## src/design/ftr_pkg.sv

```systemverilog
// ----------------------------------------------------------------------------
// ftr_pkg
// Shared constants and the 2^-f table for the Foster thermal response block.
// ----------------------------------------------------------------------------
package ftr_pkg;

  localparam int FRAC_BITS  = 16;
  localparam int MAX_STAGES = 3;
  localparam int ACC_W      = 52;
  localparam int RES_W      = 48;

  localparam logic [20:0] XCAP      = 21'h100000;  // 16.0 in Q.16
  localparam logic [32:0] LOG2E_Q16 = 33'd94548;
  localparam logic [16:0] ONE_Q16   = 17'h10000;

  localparam logic [1:0] ST_OK   = 2'd0;
  localparam logic [1:0] ST_SATD = 2'd1;
  localparam logic [1:0] ST_BADI = 2'd2;
  localparam logic [1:0] ST_ZERO = 2'd3;

  localparam logic [1:0] FN_STEP_SUM = 2'd0;
  localparam logic [1:0] FN_IMP_SUM  = 2'd1;
  localparam logic [1:0] FN_STEP_ONE = 2'd2;

  localparam logic [2:0] REG_STAGES  = 3'd0;
  localparam logic [2:0] REG_AMBIENT = 3'd7;

  // 2^(-j/16) in Q.16, j = 0..16
  function automatic logic [16:0] pow2_tab(input logic [4:0] j);
    logic [16:0] v;
    case (j)
      5'd0:  v = 17'd65536;
      5'd1:  v = 17'd62757;
      5'd2:  v = 17'd60097;
      5'd3:  v = 17'd57549;
      5'd4:  v = 17'd55109;
      5'd5:  v = 17'd52773;
      5'd6:  v = 17'd50535;
      5'd7:  v = 17'd48393;
      5'd8:  v = 17'd46341;
      5'd9:  v = 17'd44376;
      5'd10: v = 17'd42495;
      5'd11: v = 17'd40693;
      5'd12: v = 17'd38968;
      5'd13: v = 17'd37316;
      5'd14: v = 17'd35734;
      5'd15: v = 17'd34219;
      5'd16: v = 17'd32768;
      default: v = 17'd0;
    endcase
    return v;
  endfunction

endpackage

```

## src/design/foster_thermal_response.sv

```systemverilog
// ----------------------------------------------------------------------------
// foster_thermal_response
// Step / impulse response of a Foster RC thermal network, up to three stages.
// ----------------------------------------------------------------------------
// Channel  Ports                                   Handshake
// in       in_func in_stage_index in_time_value    start && !busy
//          in_power_value
// out      out_result_value out_status             out_valid, one cycle
// cfg      cfg_index cfg_wdata                     cfg_we
//
// Per stage: a tau multiply, a t/tau divide (a load state, then one
// quotient bit per cycle), the exp steps, then the step term or 1/C and
// the impulse term; the stages run between the check and saturate states.
// Early-out cases (bad index, negative time, zero R/C) finish in the check
// state. One 33x33 multiplier is shared.
// Reset (synchronous, rst_n low) returns the FSM to idle, and out_valid and
// the configuration registers to their defaults. Results cannot be stalled;
// out_valid pulses once.
// ----------------------------------------------------------------------------
module foster_thermal_response
  import ftr_pkg::*;
(
  input  logic                     clk,
  input  logic                     rst_n,
  input  logic                     start,
  output logic                     busy,
  input  logic [1:0]               in_func,
  input  logic [1:0]               in_stage_index,
  input  logic signed [31:0]       in_time_value,
  input  logic signed [31:0]       in_power_value,
  output logic                     out_valid,
  output logic signed [RES_W-1:0]  out_result_value,
  output logic [1:0]               out_status,
  input  logic                     cfg_we,
  input  logic [2:0]               cfg_index,
  input  logic [31:0]              cfg_wdata
);

  localparam logic [3:0] S_IDLE  = 4'd0;
  localparam logic [3:0] S_CHECK = 4'd1;
  localparam logic [3:0] S_TAU   = 4'd2;
  localparam logic [3:0] S_DLDX  = 4'd3;
  localparam logic [3:0] S_DIV   = 4'd4;
  localparam logic [3:0] S_EXPY  = 4'd5;
  localparam logic [3:0] S_EXPI  = 4'd6;
  localparam logic [3:0] S_EXPV  = 4'd7;
  localparam logic [3:0] S_STEP  = 4'd8;
  localparam logic [3:0] S_PWR   = 4'd9;
  localparam logic [3:0] S_DLDI  = 4'd10;
  localparam logic [3:0] S_IMP   = 4'd11;
  localparam logic [3:0] S_ADD   = 4'd12;
  localparam logic [3:0] S_SAT   = 4'd13;

  // configuration
  logic [1:0]  stages_r;
  logic [31:0] res_r [MAX_STAGES];
  logic [31:0] cap_r [MAX_STAGES];
  logic [31:0] amb_r;

  always_ff @(posedge clk) begin
    if (!rst_n) begin
      stages_r <= 2'd3;
      for (int i = 0; i < MAX_STAGES; i++) begin
        res_r[i] <= 32'h10000;
        cap_r[i] <= 32'h10000;
      end
      amb_r <= 32'd25 << FRAC_BITS;
    end else if (cfg_we) begin
      if (cfg_index == REG_STAGES) begin
        stages_r <= cfg_wdata[1:0];
      end else if (cfg_index == REG_AMBIENT) begin
        amb_r <= cfg_wdata;
      end else if (cfg_index[0]) begin
        res_r[2'((cfg_index - 3'd1) >> 1)] <= cfg_wdata;
      end else begin
        cap_r[2'((cfg_index - 3'd1) >> 1)] <= cfg_wdata;
      end
    end
  end

  // datapath registers
  logic [3:0]              state_r, state_nxt;
  logic [1:0]              func_r, func_nxt;
  logic [1:0]              idx_r, idx_nxt;
  logic signed [31:0]      t_r, t_nxt;
  logic signed [31:0]      p_r, p_nxt;
  logic [1:0]              s_r, s_nxt;
  logic [1:0]              last_r, last_nxt;
  logic signed [ACC_W-1:0] acc_r, acc_nxt;
  logic [65:0]             prod_r, prod_nxt;
  logic [63:0]             num_r, num_nxt;
  logic [63:0]             den_r, den_nxt;
  logic [63:0]             rem_r, rem_nxt;
  logic [63:0]             q_r, q_nxt;
  logic [5:0]              cnt_r, cnt_nxt;
  logic                    kind_r, kind_nxt;   // 1: divide for 1/C
  logic [4:0]              k_r, k_nxt;
  logic [3:0]              j_r, j_nxt;
  logic [16:0]             e_r, e_nxt;
  logic                    ov_r, ov_nxt;
  logic signed [RES_W-1:0] ores_r, ores_nxt;
  logic [1:0]              osta_r, osta_nxt;

  // shared multiplier
  logic [32:0] mul_a, mul_b;
  logic [65:0] mul_p;
  assign mul_p = mul_a * mul_b;

  logic [31:0] cur_r, cur_c;
  assign cur_r = res_r[s_r];
  assign cur_c = cap_r[s_r];

  logic [32:0] p_mag;
  assign p_mag = p_r[31] ? 33'(-{p_r[31], p_r}) : {1'b0, p_r};

  logic [20:0] x_cap;
  assign x_cap = (q_r > 64'(XCAP)) ? XCAP : q_r[20:0];

  // divider step
  logic [64:0] rem_sh;
  logic        div_ge;
  assign rem_sh = {rem_r, num_r[63]};
  assign div_ge = rem_sh >= {1'b0, den_r};

  always_comb begin
    mul_a = '0;
    mul_b = '0;
    case (state_r)
      S_TAU:  begin mul_a = {1'b0, cur_r}; mul_b = {1'b0, cur_c}; end
      S_EXPY: begin mul_a = 33'(x_cap); mul_b = LOG2E_Q16; end
      S_EXPI: begin
        mul_a = 33'(pow2_tab({1'b0, prod_r[31:28]})
                    - pow2_tab(5'({1'b0, prod_r[31:28]} + 5'd1)));
        mul_b = 33'(prod_r[27:16]);
      end
      S_STEP: begin mul_a = {1'b0, cur_r}; mul_b = 33'(ONE_Q16 - e_r); end
      S_PWR:  begin mul_a = p_mag; mul_b = prod_r[48:16]; end
      S_IMP:  begin mul_a = q_r[32:0]; mul_b = 33'(e_r); end
      default: ;
    endcase
  end

  logic        bad_zero;
  logic [1:0]  first_s;
  logic [16:0] v_int;
  logic [49:0] term;

  always_comb begin
    state_nxt = state_r; func_nxt = func_r; idx_nxt = idx_r;
    t_nxt = t_r; p_nxt = p_r; s_nxt = s_r; last_nxt = last_r;
    acc_nxt = acc_r; prod_nxt = prod_r; num_nxt = num_r; den_nxt = den_r;
    rem_nxt = rem_r; q_nxt = q_r; cnt_nxt = cnt_r; kind_nxt = kind_r;
    k_nxt = k_r; j_nxt = j_r; e_nxt = e_r;
    ov_nxt = 1'b0; ores_nxt = ores_r; osta_nxt = osta_r;
    bad_zero = 1'b0;
    first_s  = (func_r[1]) ? idx_r : 2'd0;
    v_int    = '0;
    term     = prod_r[65:16];

    case (state_r)
      S_IDLE: begin
        if (start) begin
          func_nxt = in_func; idx_nxt = in_stage_index;
          t_nxt = in_time_value; p_nxt = in_power_value;
          state_nxt = S_CHECK;
        end
      end
      S_CHECK: begin
        for (int i = 0; i < MAX_STAGES; i++) begin
          if ((func_r[1] ? (idx_r == 2'(i)) : (2'(i) < stages_r))
              && (res_r[i] == '0 || cap_r[i] == '0))
            bad_zero = 1'b1;
        end
        acc_nxt  = (func_r == FN_STEP_SUM) ? ACC_W'(signed'(amb_r)) : '0;
        s_nxt    = first_s;
        last_nxt = func_r[1] ? 2'(idx_r + 2'd1) : stages_r;
        if (func_r[1] && idx_r >= stages_r) begin
          ores_nxt = '0; osta_nxt = ST_BADI; ov_nxt = 1'b1; state_nxt = S_IDLE;
        end else if (t_r[31]) begin
          ores_nxt = (func_r == FN_STEP_SUM) ? RES_W'(signed'(amb_r)) : '0;
          osta_nxt = ST_OK; ov_nxt = 1'b1; state_nxt = S_IDLE;
        end else if (bad_zero) begin
          ores_nxt = '0; osta_nxt = ST_ZERO; ov_nxt = 1'b1; state_nxt = S_IDLE;
        end else if (!func_r[1] && stages_r == 2'd0) begin
          state_nxt = S_SAT;
        end else begin
          state_nxt = S_TAU;
        end
      end
      S_TAU: begin
        prod_nxt  = mul_p;
        state_nxt = S_DLDX;
      end
      S_DLDX: begin
        num_nxt = {t_r, 32'd0}; den_nxt = prod_r[63:0];
        rem_nxt = '0; q_nxt = '0; cnt_nxt = '0; kind_nxt = 1'b0;
        state_nxt = S_DIV;
      end
      S_DLDI: begin
        num_nxt = 64'h1_0000_0000; den_nxt = {32'd0, cur_c};
        rem_nxt = '0; q_nxt = '0; cnt_nxt = '0; kind_nxt = 1'b1;
        state_nxt = S_DIV;
      end
      S_DIV: begin
        rem_nxt = div_ge ? 64'(rem_sh - {1'b0, den_r}) : rem_sh[63:0];
        q_nxt   = {q_r[62:0], div_ge};
        num_nxt = {num_r[62:0], 1'b0};
        cnt_nxt = cnt_r + 6'd1;
        if (cnt_r == 6'd63) state_nxt = kind_r ? S_IMP : S_EXPY;
      end
      S_EXPY: begin
        prod_nxt  = mul_p;
        state_nxt = S_EXPI;
      end
      S_EXPI: begin
        // y = prod >> 16: k integer part, j/lo interpolation position
        k_nxt = prod_r[36:32];
        j_nxt = prod_r[31:28];
        prod_nxt  = mul_p;
        state_nxt = S_EXPV;
      end
      S_EXPV: begin
        v_int = pow2_tab({1'b0, j_r}) - 17'(prod_r[65:12]);
        e_nxt = (k_r > 5'd16) ? '0 : (v_int >> k_r);
        state_nxt = func_r[0] ? S_DLDI : S_STEP;
      end
      S_STEP: begin
        prod_nxt  = mul_p;
        state_nxt = (func_r == FN_STEP_ONE) ? S_ADD : S_PWR;
      end
      S_PWR: begin
        prod_nxt  = mul_p;
        state_nxt = S_ADD;
      end
      S_IMP: begin
        prod_nxt  = mul_p;
        state_nxt = S_ADD;
      end
      S_ADD: begin
        if (func_r == FN_STEP_SUM && p_r[31])
          acc_nxt = acc_r - signed'({2'b00, term});
        else
          acc_nxt = acc_r + signed'({2'b00, term});
        s_nxt = s_r + 2'd1;
        state_nxt = ({1'b0, s_r} + 3'd1 == {1'b0, last_r}) ? S_SAT : S_TAU;
      end
      S_SAT: begin
        if (acc_r > ACC_W'(signed'({1'b0, {(RES_W-1){1'b1}}}))) begin
          ores_nxt = {1'b0, {(RES_W-1){1'b1}}}; osta_nxt = ST_SATD;
        end else if (acc_r < ACC_W'(signed'({1'b1, {(RES_W-1){1'b0}}}))) begin
          ores_nxt = {1'b1, {(RES_W-1){1'b0}}}; osta_nxt = ST_SATD;
        end else begin
          ores_nxt = acc_r[RES_W-1:0]; osta_nxt = ST_OK;
        end
        ov_nxt = 1'b1;
        state_nxt = S_IDLE;
      end
      default: state_nxt = S_IDLE;
    endcase
  end

  always_ff @(posedge clk) begin
    if (!rst_n) begin
      state_r <= S_IDLE;
      ov_r    <= 1'b0;
    end else begin
      state_r <= state_nxt;
      ov_r    <= ov_nxt;
    end
    func_r <= func_nxt; idx_r <= idx_nxt; t_r <= t_nxt; p_r <= p_nxt;
    s_r <= s_nxt; last_r <= last_nxt; acc_r <= acc_nxt; prod_r <= prod_nxt;
    num_r <= num_nxt; den_r <= den_nxt; rem_r <= rem_nxt; q_r <= q_nxt;
    cnt_r <= cnt_nxt; kind_r <= kind_nxt; k_r <= k_nxt; j_r <= j_nxt;
    e_r <= e_nxt; ores_r <= ores_nxt; osta_r <= osta_nxt;
  end

  assign busy             = (state_r != S_IDLE);
  assign out_valid        = ov_r;
  assign out_result_value = ores_r;
  assign out_status       = osta_r;

`ifndef SYNTH
  a_valid_idle: assert property (@(posedge clk) disable iff (!rst_n)
    out_valid |-> !busy) else $error("result while busy");
  a_start_busy: assert property (@(posedge clk) disable iff (!rst_n)
    start && !busy |=> busy) else $error("item not taken");
  a_err_zero: assert property (@(posedge clk) disable iff (!rst_n)
    out_valid && (out_status == ST_BADI || out_status == ST_ZERO)
    |-> out_result_value == '0) else $error("error result not zero");
  a_one_pulse: assert property (@(posedge clk) disable iff (!rst_n)
    out_valid |=> !out_valid) else $error("double result");
`endif

endmodule
```

## config.mk

```make
export PLATFORM = sky130hd
export DESIGN_NAME = foster_thermal_response
export DESIGN_NICKNAME = d
export VERILOG_FILES = /design/src/design/ftr_pkg.sv /design/src/design/foster_thermal_response.sv
export SDC_FILE = /design/constraint.sdc
export NUM_CORES = 2
export LEC_CHECK = 0
export ABC_AREA = 1
export BUFFER_PORTS_ARGS = -buffer_cell sky130_fd_sc_hd__buf_2
export CAP_MARGIN = 20
export CELL_PAD_IN_SITES_DETAIL_PLACEMENT = 1
export CELL_PAD_IN_SITES_GLOBAL_PLACEMENT = 1
export CORE_AREA = 2 2 468 470
export CTS_BUF_LIST = sky130_fd_sc_hd__clkbuf_2
export DETAILED_ROUTE_END_ITERATION = 10
export DIE_AREA = 0 0 470 472
export PLACE_DENSITY = 0.68
export SYNTH_ARGS = -nofsm -noshare
export SYNTH_HDL_FRONTEND = slang
export SYNTH_SLANG_ARGS = --single-unit
```

## constraint.sdc

```tcl
create_clock -name clk -period 30.5 [get_ports clk]
set_input_delay 3.05 -clock clk [delete_from_list [all_inputs] [get_ports clk]]
set_output_delay 3.05 -clock clk [all_outputs]
set_load 0.005 [all_outputs]
```

# After elaboration in Yosys (flattened, before gate mapping)
# Memories as Yosys holds them, arrays and structs flattened. A register that Yosys moved wholly into a read port is not among the register bits.
# Cells that the tools add are included.
# word_totals
latchBits	0
rom_bits	1088
ff_bits	568
mem_count	5
out_inout_bits	52
wordCells	191
in_bits	107
mem_bits_rw	192
# classes
mux	78
div	0
n_bitwise	1
mul	1
n_eq_ne	22
n_addsub	13
shifts	1
order_cmp	9
reduce_logical	38
# mem_list
memory	words	word_bits	rd	rd_ports_with_merged_regs	wr	line	text
(name not given)	32	17	1	0	0	ftr_pkg.sv:31	case (j)
(name not given)	16	17	1	1	0	ftr_pkg.sv:31	
(name not given)	16	17	1	1	0	ftr_pkg.sv:31	
cap_r	3	32	4	1	3	foster_thermal_response.sv:57	logic [31:0] cap_r [MAX_STAGES];
res_r	3	32	4	1	3	foster_thermal_response.sv:56	logic [31:0] res_r [MAX_STAGES];
# op_table
cell	count
64-bit case mux with 2 select lines	3
48-bit two-way mux	6
33-bit case mux with 6 select lines	1
32-bit logical NOT	6
64-bit case mux with 3 select lines	1
33-bit case mux with 5 select lines	1
52-bit two-way mux	2
52-bit case mux with 2 select lines	1
48-bit case mux with 2 select lines	1
33-bit by 33-bit multiplier with 66-bit output	1
65-bit by 64-bit greater-or-equal comparator with 1-bit output	1
64-bit by 21-bit > comparator with 1-bit output, second input constant	1
32-bit two-way mux	2
64-bit two-way mux	1
32-bit OR reduction	2
64-bit subtractor	1
52-bit by 51-bit adder with 52-bit output	1
52-bit by 48-bit > comparator with 1-bit output, second input constant	1
52-bit by 48-bit less-than comparator with 1-bit output, second input constant	1
52-bit by 51-bit subtractor with 52-bit output	1
17-bit two-way mux	3
4-bit case mux with 11 select lines	1
4-bit two-way mux	10
33-bit two-way mux	1
46 further kinds	113

# Longest topological paths before layout
# An unclocked memory read counts as a cell.
# logic_depth
depth_word	12
mapped_depth	59
ltp_nobuf	56

# Worst setup path after synthesis
# Ideal clock, no wire load.
# synth_path
path_type	reg-to-reg
start	register prod_r[28]
end	register (tool-made name)
stages_incl_launch_ff	53
t_required_ps	30379
path_slack_ps	20546
arrival_time_ps	9833
path_buffers	2
setup_ps	121
synth_period_minus_slack_ps	9954
path_cell_list	edfxtp_1 > ha_1 > ha_1 > clkbuf_1 > nand2_1 > o21ai_0 > a21oi_1 > ha_1 > fa_1 > inv_1 > nand3_1 > nand2_1 > a21boi_1 > o21ai_0 > nand3_1 > nand2_1 > nand2_1 > nand3_1 > [... 17 more ...] > inv_1 > ha_1 > nand2_1 > inv_1 > a21oi_1 > nand2_1 > nand2_1 > nand3_1 > nand2_1 > nand3_1 > nand2_1 > inv_1 > ha_1 > inv_1 > nand2_1 > nand2_1 > nand2_1 > o21ai_0
# synth_rtl
element	line	text
from (decl)	foster_thermal_response.sv:90	logic [65:0] prod_r, prod_nxt;
from (signal assigned)	foster_thermal_response.sv:271	s_r <= s_nxt; last_r <= last_nxt; acc_r <= acc_nxt; prod_r <= prod_nxt;

# Worst setup path in the final report
# layout_path
start	register prod_r[29]
end	register prod_r[51] (data pin)
# layout_via
elab_chain_len	6
elab_cells_between_ends	7
classes_between	add/sub: 2; mul: 1; mux: 3; memory: 1
# layout_rtl
element	line	text
4-bit by 1-bit adder with 5-bit output	foster_thermal_response.sv:133	- pow2_tab(5'({1'b0, prod_r[31:28]} + 5'd1)));
memory read 32 x 17 bit	n/a	
17-bit two-way mux	foster_thermal_response.sv:128	case (state_r)
17-bit by 17-bit subtractor with 18-bit output	foster_thermal_response.sv:133	
33-bit case mux with 5 select lines	foster_thermal_response.sv:128	
33-bit by 33-bit multiplier with 66-bit output (*)	foster_thermal_response.sv:107	assign mul_p = mul_a * mul_b;
via mul_p[51]	foster_thermal_response.sv:106	logic [65:0] mul_p;
# The timed path passes the listed nets; every way through them passes the cells marked *. The select of a mux whose other input is x is not followed.
# A chain may end at the register's enable or synchronous reset.

==> results.py <==
metrics = {
    "outcome": {
        "outcome": "finished, final reports clean",
    },
    "placed_design": {
        "place_hpwl_um": 290000,
        "gp_congestion": 1.01,
        "place_area_sq_um": 89800,
        "port_buffers": 158,
    },
    "finish": {
        "fin_area_sq_um": 92000,
        "nets": 12400,
        "syn_to_final_growth_pct": 6.73,
        "drive_gt1_frac": 0.0732,
    },
    "routing": {
        "route.antenna.remaining_nets": 0,
        "route.detailed.drc": 0,
        "drt_iter0_drc": 5892,
        "routedWlPerCell_um": 25.8,
        "wl_um": 358000,
        "first_pass_iters": 5,
        "vias_per_cell": 5.42,
        "num_vias": 75200,
    },
    "cts": {
        "clkSinkCount": 828,
        "cts_buffers": 225,
        "post_cts_buffers": 0,
        "holdBufCountCts": 0,
        "clk_latency_ns": 1.82,
        "root_buffer": "clkbuf_2",
        "path_clk_slew_ns": 0.12,
        "tritoncts": "yes",
        "ctsResizeCount": 0,
        "clock_path_buffers": 3,
        "htree_levels": 4,
    },
    "timing": {
        "holdWs_ns": 0.460,
        "fin_skew_ns": 0.204,
        "finalHoldViolCount": 0,
        "rsz0062_at_grt": "false",
        "worst_pin_slew_ns": 1.19,
        "setup_violations": 0,
        "report.final.slew_viol_count": 0,
        "relSlewSlack": 0.200,
        "setup_tns_ns": 0,
        "max_freq_ghz": 0.0770,
        "min_period_over_period": 0.426,
        "layout_min_cycle_time_ns": 13.00,
    },
    "grt": {
        "grt_pass1_wl_um": 527000,
        "grt_max_degree": 86,
        "grt.overflow.total": 0,
        "grt_pass1_vias": 79400,
        "antenna_found_initial": 13,
        "grtUsageTotal": 0.320,
    },
    "synth": {
        "syn_area_per_cell_sq_um": 8.05,
        "synth_seq_cells": 828,
        "synth-seq-area-share": 0.280,
        "syn_area_sq_um": 86200,
        "synth-edff-count": 753,
        "synthArstFlopShare": 0,
        "syn_inst": 10700,
        "synthFlopType": "edfxtp_1",
        "synth.distinct_cells": 78,
        "yosys_warnings": 0,
    },
    "setup_path": {
        "cp.required_ns": 31.94,
        "crit_type": "reg -> reg",
        "start_kind": "flop",
        "cpPeakStageDelay_ns": 0.68,
        "critical_path.max_fanout": 20,
        "r2r_start": "prod_r[29]",
        "crit_start": "prod_r[29]",
        "cp.arrival_ns": 14.43,
        "end_kind": "flop",
        "crit_top_cell": "nand2_1",
        "cp_slowest_cell": "nor4_1",
    },
    "hold_path": {
        "worstHoldStart": "prod_r[5]",
        "hp-class": "reg -> reg",
    },
    "floorplanning": {
        "ioPinCount": 159,
        "core_sq_um": 217000,
        "chipHeight_um": 472,
        "initial_core_util": 0.398,
        "die_x_um": 470,
        "fp-row-count": 171,
        "floorplan.die_area_sq_um": 222000,
    },
    "flow_run": {
        "cap_violations": 0,
    },
    "power": {
        "powerDensity_nw_per_um2": 31.7,
        "power.leakage_nw": 44.5,
        "finalPower_w": 0.00292,
        "irDropWorstVdd_v": 0.0000350,
    },
}
[flip-flops by register name (all words and copies together) (netlist names), 5 cells and up, named ones only]
name,cells
cap_r,128
prod_r,66
num_r,32
res_r,128
k_r,5
t_r,32
cnt_r,6
q_r,64
amb_r,32
p_r,32
e_r,17
rem_r,64
acc_r,52
out_result_value,48
den_r,64
[worst paths after layout]
check                           cells past startpoint  slack [ns]         end
worst min register to register                      2        0.46    den_r[5]
worst min-delay path                                2        0.46    den_r[5]
worst max register to register                     45       17.50  prod_r[51]
worst max-delay path                               45       17.50  prod_r[51]
[logic make-up (layout without fill, tap and decap cells)]
| kind of cell | Yosys count | in the layout | synth area share |
|---|---|---|---|
| simple gates | 4435 | 4435 | 0.212 |
| other cells | 2 | 26 | 0.0000872 |
| xor+xnor | 173 | 173 | 0.0176 |
| compound gates | 1317 | 1317 | 0.0851 |
| mux | 2 | 2 | 0.000247 |
| fa+ha+maj | 1412 | 1412 | 0.289 |
| buf+inv | 2530 | 2837 | 0.116 |
| flops | 828 | 828 | 0.280 |
[cells in the mapped netlist, types with 18 or more instances]
| library cell | number | share of area |
|---|---|---|
| o211ai_1 | 22 | 0.0019 |
| buf_2 | 193 | 0.011 |
| ha_1 | 450 | 0.065 |
| o21ai_0 | 493 | 0.029 |
| o31ai_1 | 33 | 0.0029 |
| fa_1 | 962 | 0.22 |
| and2_1 | 46 | 0.0033 |
| edfxtp_1 | 753 | 0.26 |
| o22ai_1 | 32 | 0.0023 |
| nor4_1 | 18 | 0.0013 |
| buf_6 | 20 | 0.0026 |
| o21bai_1 | 33 | 0.0029 |
| inv_1 | 2092 | 0.091 |
| xor2_1 | 132 | 0.013 |
| nand3b_1 | 68 | 0.0059 |
| nand2_2 | 21 | 0.0015 |
| nand4_1 | 75 | 0.0054 |
| inv_2 | 42 | 0.0018 |
| nor2_1 | 1355 | 0.059 |
| a31oi_1 | 23 | 0.0017 |
| o21ai_1 | 23 | 0.0013 |
| xnor2_1 | 41 | 0.0042 |
| a21oi_1 | 547 | 0.032 |
| nand3_1 | 424 | 0.025 |
| nand2_1 | 2245 | 0.098 |
| buf_4 | 22 | 0.0019 |
| dfxtp_1 | 75 | 0.017 |
| nor3_1 | 114 | 0.0066 |
| clkbuf_1 | 144 | 0.0063 |
[critical path: cells and delay by family (launching register included)]
family,cells,cell delay [ns]
XOR/XNOR,1,0.35
AND/OR/NAND/NOR,18,3.31
buffers and inverters,12,1.81
AO/OA/AOI/OAI,2,0.60
flip-flops,1,0.64
adder cells (fa/ha/maj),12,5.92
[layer usage]
metal	up-vias	wire length (um)	track usage
met4	4	15000	0.123
met1	38500	158000	0.439
met2	2403	164000	0.515
met5	-	27	0
li1	33800	-	-
met3	513	21100	0.0412
[cell usage in the layout (no fill, tap or decap), drive strengths merged, types with 23 or more instances in the layout]
| cell type | netlist | layout |
|---|---|---|
| nand3b | 70 | 70 |
| clkinv | 4 | 87 |
| nand2 | 2271 | 2271 |
| a21oi | 550 | 550 |
| nand3 | 431 | 431 |
| ha | 450 | 450 |
| a31oi | 23 | 23 |
| o21ai | 522 | 522 |
| xnor2 | 41 | 41 |
| nor3 | 121 | 121 |
| o31ai | 33 | 33 |
| o211ai | 23 | 23 |
| buf | 245 | 287 |
| nor2 | 1379 | 1379 |
| inv | 2137 | 2148 |
| edfxtp | 753 | 753 |
| o22ai | 32 | 32 |
| fa | 962 | 962 |
| clkbuf | 144 | 313 |
| xor2 | 132 | 132 |
| dfxtp | 75 | 75 |
| nand4 | 75 | 75 |
| and2 | 46 | 46 |
| o21bai | 33 | 33 |
[per-stage QoR]
| stage | setup slack (ns) | cells | util |
|---|---|---|---|
| after detailed placement | 17.58 | 13500 | 0.415 |
| final | 17.50 | 13900 | 0.425 |
| after global placement | 17.67 | 13500 | 0.414 |
| after floorplan | 20.55 | 10700 | - |
| after global routing | 16.75 | 13900 | 0.425 |
| after CTS | 17.52 | 13900 | 0.424 |
[final cells by class]
type | count | area (sq um)
antenna | 10 | 25.0
clock buffer | 313 | 1570
clock inverter | 96 | 562
fill | 26600 | 125000
inverter | 2141 | 8050
multi-input combinational | 7355 | 52300
sequential | 828 | 24100
tap | 2854 | 3570
timing repair buffer | 287 | 1810
[report_power, final]
group / internal [W] / switching (W) / total (W) / leakage [nW]
combinational: 0.000171 / 0.000547 / 0.000718 / 35.3
clock: 0.000309 / 0.000544 / 0.000854 / 1.58
sequential: 0.00130 / 0.0000440 / 0.00135 / 7.65
total: 0.00178 / 0.00114 / 0.00292 / 44.5
No activity file was read; power rests on OpenSTA's default activity.
